### src/rtl/anchored_union_find_engine_unit_assert.svh
// Assertion macros shared by the engine's modules.
// Both forms are clocked and are switched off while reset is asserted.
`ifndef ANCHORED_UNION_FIND_ENGINE_UNIT_ASSERT_SVH
`define ANCHORED_UNION_FIND_ENGINE_UNIT_ASSERT_SVH

`ifndef NO_ASSERTIONS

// A property that must hold at every clock edge outside reset.
`define AUFE_ASSERT(label, clk, rst_n, prop) \
    label: assert property (@(posedge clk) disable iff (!rst_n) (prop)) \
        else $error("aufe: assertion failed");

// A condition that must be followed by another one on the next edge.
`define AUFE_ASSERT_NEXT(label, clk, rst_n, pre, post) \
    label: assert property (@(posedge clk) disable iff (!rst_n) (pre) |=> (post)) \
        else $error("aufe: assertion failed");

`else

`define AUFE_ASSERT(label, clk, rst_n, prop)
`define AUFE_ASSERT_NEXT(label, clk, rst_n, pre, post)

`endif

`endif

### src/rtl/aufe_pkg.sv
package aufe_pkg;

    // Table geometry.
    localparam int ELEMENTS = 1024;
    localparam int IDX_W    = $clog2(ELEMENTS);
    localparam int SIZE_W   = IDX_W + 1;

    typedef logic [IDX_W-1:0]  t_idx;
    typedef logic [SIZE_W-1:0] t_size;

    // The fixed anchor set.
    localparam t_idx ANCHOR = '0;

    // Join request payload.
    typedef struct packed {
        logic [9:0] first_element;
        logic [9:0] second_element;
    } t_join;

    // Result payload.
    typedef struct packed {
        logic [9:0]  merged_root;
        logic [10:0] merged_size;
        logic [9:0]  anchor_size;
        logic        did_merge;
    } t_result;

    // Controller states.
    typedef enum logic [3:0] {
        S_CLEAR,
        S_IDLE,
        S_FIND_START,
        S_FIND_WALK,
        S_COMP_START,
        S_COMP_WALK,
        S_SZ_A,
        S_SZ_B,
        S_SZ_Z,
        S_MERGE,
        S_DONE
    } t_state;

    // Commands from the controller to the datapath.
    typedef struct packed {
        logic in_ready;
        logic load_in;
        logic clr_write;
        logic find_issue;
        logic find_step;
        logic comp_issue;
        logic comp_step;
        logic save_a;
        logic save_b;
        logic sz_a;
        logic sz_b;
        logic sz_z;
        logic merge;
        logic load_out;
    } t_cmd;

    // Status from the datapath to the controller.
    typedef struct packed {
        logic clr_last;
        logic root_hit;
        logic node_is_root;
        logic out_free;
    } t_sts;

endpackage

### src/rtl/aufe_ctrl.sv
`include "anchored_union_find_engine_unit_assert.svh"

// Sequencer for table clearing, the two root walks, the merge and the result hand-off.
module aufe_ctrl (
    input  logic          i_clk,
    input  logic          i_rst_n,
    input  logic          i_in_valid,
    input  aufe_pkg::t_sts i_sts,
    output aufe_pkg::t_cmd o_cmd
);

    aufe_pkg::t_state r_state;
    aufe_pkg::t_state n_state;
    logic             r_pass;
    logic             n_pass;
    aufe_pkg::t_cmd   w_cmd;

    // State and pass registers.
    always_ff @(posedge i_clk) begin
        if (!i_rst_n) begin
            r_state <= aufe_pkg::S_CLEAR;
            r_pass  <= 1'b0;
        end else begin
            r_state <= n_state;
            r_pass  <= n_pass;
        end
    end

    // Next state and commands.
    always_comb begin
        n_state = r_state;
        n_pass  = r_pass;
        w_cmd   = '0;
        unique case (r_state)
            aufe_pkg::S_CLEAR: begin
                w_cmd.clr_write = 1'b1;
                if (i_sts.clr_last) begin
                    n_state = aufe_pkg::S_IDLE;
                end
            end
            aufe_pkg::S_IDLE: begin
                w_cmd.in_ready = 1'b1;
                if (i_in_valid) begin
                    w_cmd.load_in = 1'b1;
                    n_pass        = 1'b0;
                    n_state       = aufe_pkg::S_FIND_START;
                end
            end
            aufe_pkg::S_FIND_START: begin
                w_cmd.find_issue = 1'b1;
                n_state          = aufe_pkg::S_FIND_WALK;
            end
            aufe_pkg::S_FIND_WALK: begin
                w_cmd.find_step = 1'b1;
                if (i_sts.root_hit) begin
                    n_state = aufe_pkg::S_COMP_START;
                end
            end
            aufe_pkg::S_COMP_START: begin
                if (i_sts.node_is_root) begin
                    // The path is already flat: this walk is finished.
                    if (!r_pass) begin
                        w_cmd.save_a = 1'b1;
                        n_pass       = 1'b1;
                        n_state      = aufe_pkg::S_FIND_START;
                    end else begin
                        w_cmd.save_b = 1'b1;
                        n_state      = aufe_pkg::S_SZ_A;
                    end
                end else begin
                    w_cmd.comp_issue = 1'b1;
                    n_state          = aufe_pkg::S_COMP_WALK;
                end
            end
            aufe_pkg::S_COMP_WALK: begin
                w_cmd.comp_step = 1'b1;
                if (i_sts.root_hit) begin
                    if (!r_pass) begin
                        w_cmd.save_a = 1'b1;
                        n_pass       = 1'b1;
                        n_state      = aufe_pkg::S_FIND_START;
                    end else begin
                        w_cmd.save_b = 1'b1;
                        n_state      = aufe_pkg::S_SZ_A;
                    end
                end
            end
            aufe_pkg::S_SZ_A: begin
                w_cmd.sz_a = 1'b1;
                n_state    = aufe_pkg::S_SZ_B;
            end
            aufe_pkg::S_SZ_B: begin
                w_cmd.sz_b = 1'b1;
                n_state    = aufe_pkg::S_SZ_Z;
            end
            aufe_pkg::S_SZ_Z: begin
                w_cmd.sz_z = 1'b1;
                n_state    = aufe_pkg::S_MERGE;
            end
            aufe_pkg::S_MERGE: begin
                w_cmd.merge = 1'b1;
                n_state     = aufe_pkg::S_DONE;
            end
            aufe_pkg::S_DONE: begin
                if (i_sts.out_free) begin
                    w_cmd.load_out = 1'b1;
                    n_state        = aufe_pkg::S_IDLE;
                end
            end
            default: begin
                n_state = aufe_pkg::S_IDLE;
            end
        endcase
    end

    assign o_cmd = w_cmd;

    // The clearing pass runs once after reset and never again.
    `AUFE_ASSERT_NEXT(a_clear_once, i_clk, i_rst_n, r_state != aufe_pkg::S_CLEAR,
        r_state != aufe_pkg::S_CLEAR)
    // An accepted transaction always starts with the first root walk.
    `AUFE_ASSERT_NEXT(a_accept_walk, i_clk, i_rst_n, w_cmd.load_in,
        (r_state == aufe_pkg::S_FIND_START) && !r_pass)

endmodule

### config.mk
export PLATFORM = sky130hd
export DESIGN_NAME = aufe_ctrl
export DESIGN_NICKNAME = d
export VERILOG_FILES = /design/src/rtl/aufe_pkg.sv /design/src/rtl/aufe_ctrl.sv
export VERILOG_INCLUDE_DIRS = /design/src /design/src/rtl
export SDC_FILE = /design/constraint.sdc
export NUM_CORES = 1
export LEC_CHECK = 0
export BUFFER_PORTS_ARGS = -buffer_cell sky130_fd_sc_hd__buf_2
export CAP_MARGIN = 20
export CORE_AREA = 4 4 41 43
export CTS_CLUSTER_DIAMETER = 200
export DETAILED_ROUTE_END_ITERATION = 10
export DIE_AREA = 0 0 45 47
export PLACE_DENSITY = 0.64
export REMOVE_ABC_BUFFERS = 1
export SYNTH_ARGS = -nofsm -noshare
export SYNTH_HDL_FRONTEND = slang
export SYNTH_SLANG_ARGS = --single-unit
### constraint.sdc
create_clock -name i_clk -period 1.6 [get_ports i_clk]
set_input_delay 0.08 -clock i_clk [delete_from_list [all_inputs] [get_ports i_clk]]
set_output_delay 0.08 -clock i_clk [all_outputs]
set_load 0.005 [all_outputs]
Word level (Yosys, flattened, before mapping)
Index checks and enable logic that the tools add are counted.
{"block": "word_totals", "wordCells": 53, "rom_bits": 0, "mem_count": 0, "latch_bits": 0, "output_inout_bits": 14, "in_bits": 7, "mem_bits_rw": 0, "regBits": 5}
{"block": "classes", "add_sub_neg": 0, "n_div": 0, "order_cmp": 0, "n_reduce_logical": 4, "multipliers": 0, "mux": 31, "n_shift": 0, "eq_ne": 16, "n_bitwise": 0}
{"cell": "$pmux W4 S11", "count": 1}
{"cell": "$mux W4", "count": 5}
{"cell": "$mux W1", "count": 18}
{"cell": "$eq A4 B3 Y1 const B", "count": 4}
{"cell": "$eq A4 B4 Y1 const B", "count": 3}
{"cell": "$ne A2 B2 Y1 const B", "count": 6}
{"cell": "$eq A4 B2 Y1 const B", "count": 2}
{"cell": "$mux W2", "count": 3}
{"cell": "$mux W3", "count": 2}
{"cell": "$reduce_and A5 Y1", "count": 1}
{"cell": "$eq A4 B1 Y1 const B", "count": 1}
{"cell": "$logic_not A4 Y1", "count": 1}
{"cell": "$pmux W2 S2", "count": 1}
{"cell": "$reduce_and A4 Y1", "count": 1}
{"cell": "$pmux W1 S3", "count": 1}
{"cell": "$reduce_bool A3 Y1", "count": 1}

Longest topological paths before layout
{"block": "logic_depth", "depth_word": 3, "mapped_depth": 5, "depth_no_buf": 4}

Least setup slack after synthesis
No wires, ideal clock.
{"block": "synth_path", "path_kind": "register to register", "startpoint": "register r_state[2]", "endpoint": "register r_state[2]", "required_ns": 1.484, "n_path_buf": 1, "stages_incl_launch_ff": 6, "synth_period_minus_slack_ns": 1.211, "setup_slack_ns": 0.389, "arrival_time_ns": 1.095, "setup_ns": 0.116, "cell_sequence": "dfxtp_1 > buf_6 > mux2i_1 > a22oi_1 > nor2_1 > a41o_1"}
{"block": "synth_via", "elab_chain_len": 3, "word_cells_on_any_way": 18, "cone_classes": "eq/ne: 15; mux: 1; reduce/logical: 2"}
{"element": "start, declared", "line_no": "aufe_ctrl.sv:12", "text": "aufe_pkg::t_state r_state;"}
{"element": "start signal, assigned", "line_no": "aufe_ctrl.sv:21", "text": "r_state <= aufe_pkg::S_CLEAR;"}
{"element": "start signal, assigned", "line_no": "aufe_ctrl.sv:24", "text": "r_state <= n_state;"}
{"element": "$eq A4 B2 Y1, or another cell as far along", "line_no": "aufe_ctrl.sv:34", "text": "unique case (r_state)"}
{"element": "$ne A2 B2 Y1 (no line)"}
{"element": "$reduce_and A5 Y1 (no line)"}
Parallel ways exist; a longest one is shown, timed or not.
A chain may end at the register's enable or synchronous reset.

==> impl_metrics.py <==
metrics = {
    "synth": {
        "post-synth-top-area-cell": "sky130_fd_sc_hd__dfxtp_1",
        "synth_enable_flop_cells": 0,
        "synthesis.area_um2": 484.2,
        "fraction_of_synthesis_flops_using_an_asynchronous_set_or_reset_pin": 0,
        "seq_area_frac_synth": 0.2067,
        "synth_top_cells_by_area": "sky130_fd_sc_hd__dfxtp_1 21%, sky130_fd_sc_hd__nor3_1 9.3%, sky130_fd_sc_hd__buf_2 5.2%, sky130_fd_sc_hd__nor2_1 4.7%, sky130_fd_sc_hd__o21a_1 4.7%",
        "synth_area_per_cell_um2": 7.227,
        "post_synth_inst_count": 67,
        "yosysWarningCount": 0,
        "postSynth.topFlopCell": "sky130_fd_sc_hd__dfxtp_1",
        "dominant_cell_by_count_in_the_synthesized_netlist": "sky130_fd_sc_hd__nor3_1",
        "yosysTopAreaCellShare": 0.2067,
        "synth-seq-cells": 5,
        "post_synth_num_cell_types": 32,
        "synth_commonest_cells": "9 x sky130_fd_sc_hd__nor3_1, 6 x sky130_fd_sc_hd__nor2_1, 5 x sky130_fd_sc_hd__buf_2, 5 x sky130_fd_sc_hd__dfxtp_1, 4 x sky130_fd_sc_hd__nand2_1",
    },
    "worst_setup_path": {
        "critical_path_peak_fanout": 17,
        "worst-endpoint-required_ns": 1.52,
        "critical_path.cell_chain": "buf_6 -> nand2b_1 -> nor3_2 -> and2_4 -> buf_2",
        "worstPathBufferInverterCount": 2,
        "worst_setup_path_start_kind": "flip-flop",
        "worst-endpoint-arrival_ns": 1.36,
        "worst_setup_path_end_kind": "output pin",
        "crit_type": "flip-flop to output pin",
        "crit_slowest_cell": "sky130_fd_sc_hd__dfxtp_2",
        "max_stage_delay_ns": 0.36,
        "path_delay_family": "simple AND/OR/NAND/NOR gates",
    },
    "timing": {
        "timing_max_transition_violations_final": 0,
        "clock.fmax_mhz": 695.6,
        "timing.clock.skew_ns": 0.003358,
        "tightest_slew_ns": 0.3434,
        "timing.final.crit_share": 0.8985,
        "timing.final.setup_violations": 0,
        "tns_setup_ns": 0,
        "grt_setup_unrepaired": "false",
        "final_period_minus_worst_setup_slack_ns": 1.438,
        "max-slew-margin-rel": 0.7708,
        "finalHoldViolations": 0,
    },
    "pwr": {
        "power_per_standard_cell_area_nw_per_um2": 1148,
        "sequentialPowerShare": 0.283,
        "p_sw_frac": 0.4100,
        "net-switching-power_w": 0.0003015,
        "p_int_w": 0.0004338,
        "power.clock.fraction": 0.196,
        "p_leak_nw": 0.3109,
        "comb_power_share": 0.521,
        "worst_ir_drop_vdd_mv": 0.4887,
        "power.total_w": 0.0007353,
    },
    "status": {
        "outcome": "complete, no violations",
    },
    "worst_hold_path": {
        "timing.hold.worst.class": "input port to flip-flop",
    },
    "clock_tree": {
        "cts_num_sinks": 5,
        "root_buffer": "sky130_fd_sc_hd__clkbuf_4",
        "worst_setup_hold_path_clk_slew_ns": 0.05,
        "post-cts-setup-buffers": 0,
        "clockBufferDepth": 2,
        "post_cts_hold_buffer_count": 0,
        "ctsHtreeMaxLevel": 1,
        "clk-insertion-delay-late_ns": 0.24,
        "cts_made_buffers": 3,
        "tritoncts": "built",
    },
    "grt": {
        "grt_start_max_net_pins": 18,
        "grt_pass1_wl_um": 2249,
        "global_route.usage.total": 0.1408,
        "antenna_found_initial": 0,
        "grt.overflow.total": 0,
        "first_global_vias": 535,
    },
    "cells_and_area": {
        "n_antenna_cell": 0,
        "layout-area-overhead-vs-synth_pct": 32.30,
        "utilization": 0.4923,
        "filler_cell_count": 148,
        "nNetsFinal": 97,
        "layout-drive-gt1-share": 0.3820,
    },
    "routing": {
        "met2RoutedLength_um": 651,
        "drt_iter0_drc": 13,
        "met1_routed_wirelength_after_detailed_routing_um": 636,
        "detail_route.wl_per_cell_um": 12.79,
        "top_layer": "met3",
        "antenna_violating_nets_post_route": 0,
        "drt_pass1_iterations": 4,
        "drt-total-wl_um": 1330,
        "drc_errors": 0,
        "viasPerCell": 5.462,
        "detailroute.wirelength.met3_um": 42,
        "vias": 568,
    },
    "place": {
        "place_hpwl_um": 1005,
        "gpl.final_weighted_congestion": 0.8106,
        "portbufs": 20,
    },
    "floorplanning": {
        "floorplan.die.height_um": 47,
        "die-area_um2": 2115,
        "core_region_area_um2": 1301,
        "die_w_um": 45,
        "initial_cell_density_of_the_core": 0.3721,
        "pin_count": 21,
        "core.rowCount": 13,
    },
    "flow_run": {
        "cap_viol_max_count": 0,
    },
}
-- placed cells by master, fill, tap and decap left out, types with 2 or more instances in the layout --
master	instances
sky130_fd_sc_hd__dfxtp_1	3
sky130_fd_sc_hd__a22oi_1	2
sky130_fd_sc_hd__inv_1	3
sky130_fd_sc_hd__nor3_1	8
sky130_fd_sc_hd__mux2i_1	2
sky130_fd_sc_hd__nand2b_1	2
sky130_fd_sc_hd__a21oi_1	3
sky130_fd_sc_hd__buf_4	4
sky130_fd_sc_hd__dfxtp_2	2
sky130_fd_sc_hd__nor2b_1	2
sky130_fd_sc_hd__o21a_1	3
sky130_fd_sc_hd__and3_1	2
sky130_fd_sc_hd__nor2_1	6
sky130_fd_sc_hd__clkbuf_4	3
sky130_fd_sc_hd__nand2_1	4
sky130_fd_sc_hd__buf_2	20
-- metrics by stage --
stage | hold WS [ns] | worst slack, ns | std cells | area, µm²
floorplan | 0.1942 | 0.1434 | 60 | 444.2
global placement | 0.3624 | 0.2232 | 100 | 600.6
detailed placement | 0.3619 | 0.2029 | 100 | 600.6
CTS | 0.1148 | 0.03455 | 104 | 631.9
global route | 0.1237 | 0.04279 | 104 | 640.6
finish | 0.1190 | 0.1624 | 104 | 640.6
-- path summary, 6_finish.rpt --
check                     startpoint                 endpoint  slack (ns)  depth (start not counted)
max          r_state[0]$_SDFFE_PN0P_                o_cmd[12]        0.16                          5
min                          i_rst_n  r_state[3]$_SDFFE_PN0P_        0.12                          2
max reg2reg  r_state[2]$_SDFFE_PN0P_  r_state[2]$_SDFFE_PN0P_        0.19                          4
min reg2reg      r_pass$_SDFFE_PN0P_      r_pass$_SDFFE_PN0P_        0.57                          2
-- cell type report --
cell class	count	area, µm²	area share
well taps	15	18.77	0.02930
multi-input cells	52	340.3	0.5312
clock buffers	4	26.28	0.04102
repair buffers	25	141.4	0.2207
flip-flops and latches	5	102.6	0.1602
inverters	3	11.26	0.01758
-- sequential cells by signal, summed over array words and instances (netlist names) --
signal,count
r_state,4
r_pass,1
-- per-layer routing --
metal / global-route usage / vias to the layer above
met1: 0.1963 / 270
met4: 0.05848 / 0
met3: 0.02682 / 0
met5: 0 / -
li1: - / 291
met2: 0.2119 / 7
-- cell families after synthesis --
| family | Yosys count | synth area share |
|---|---|---|
| AOI/OAI and AO/OA | 17 | 0.2687 |
| xor gates and xnor gates | 1 | 0.01809 |
| buffers and inverters | 10 | 0.1059 |
| DFF | 5 | 0.2067 |
| muxes | 2 | 0.04135 |
| and+or+nand+nor | 32 | 0.3592 |
-- power groups by stage --
stage / registers (W) / clock network (W) / logic (W)
final: 0.000208 / 0.000144 / 0.000383
after global routing: 0.000215 / 0.000163 / 0.000426
after CTS: 0.000204 / 0.000148 / 0.000372
after detailed placement: 0.000202 / 0 / 0.000365
after global placement: 0.000203 / 0 / 0.000358
after floorplan: 0.000230 / 0 / 0.000199
-- repair_timing --
item	in CTS	in global routing
gates cloned	0	0
setup endpoints to repair	1	3
resized for setup	2	3
Power figures use the tool's default switching activity.
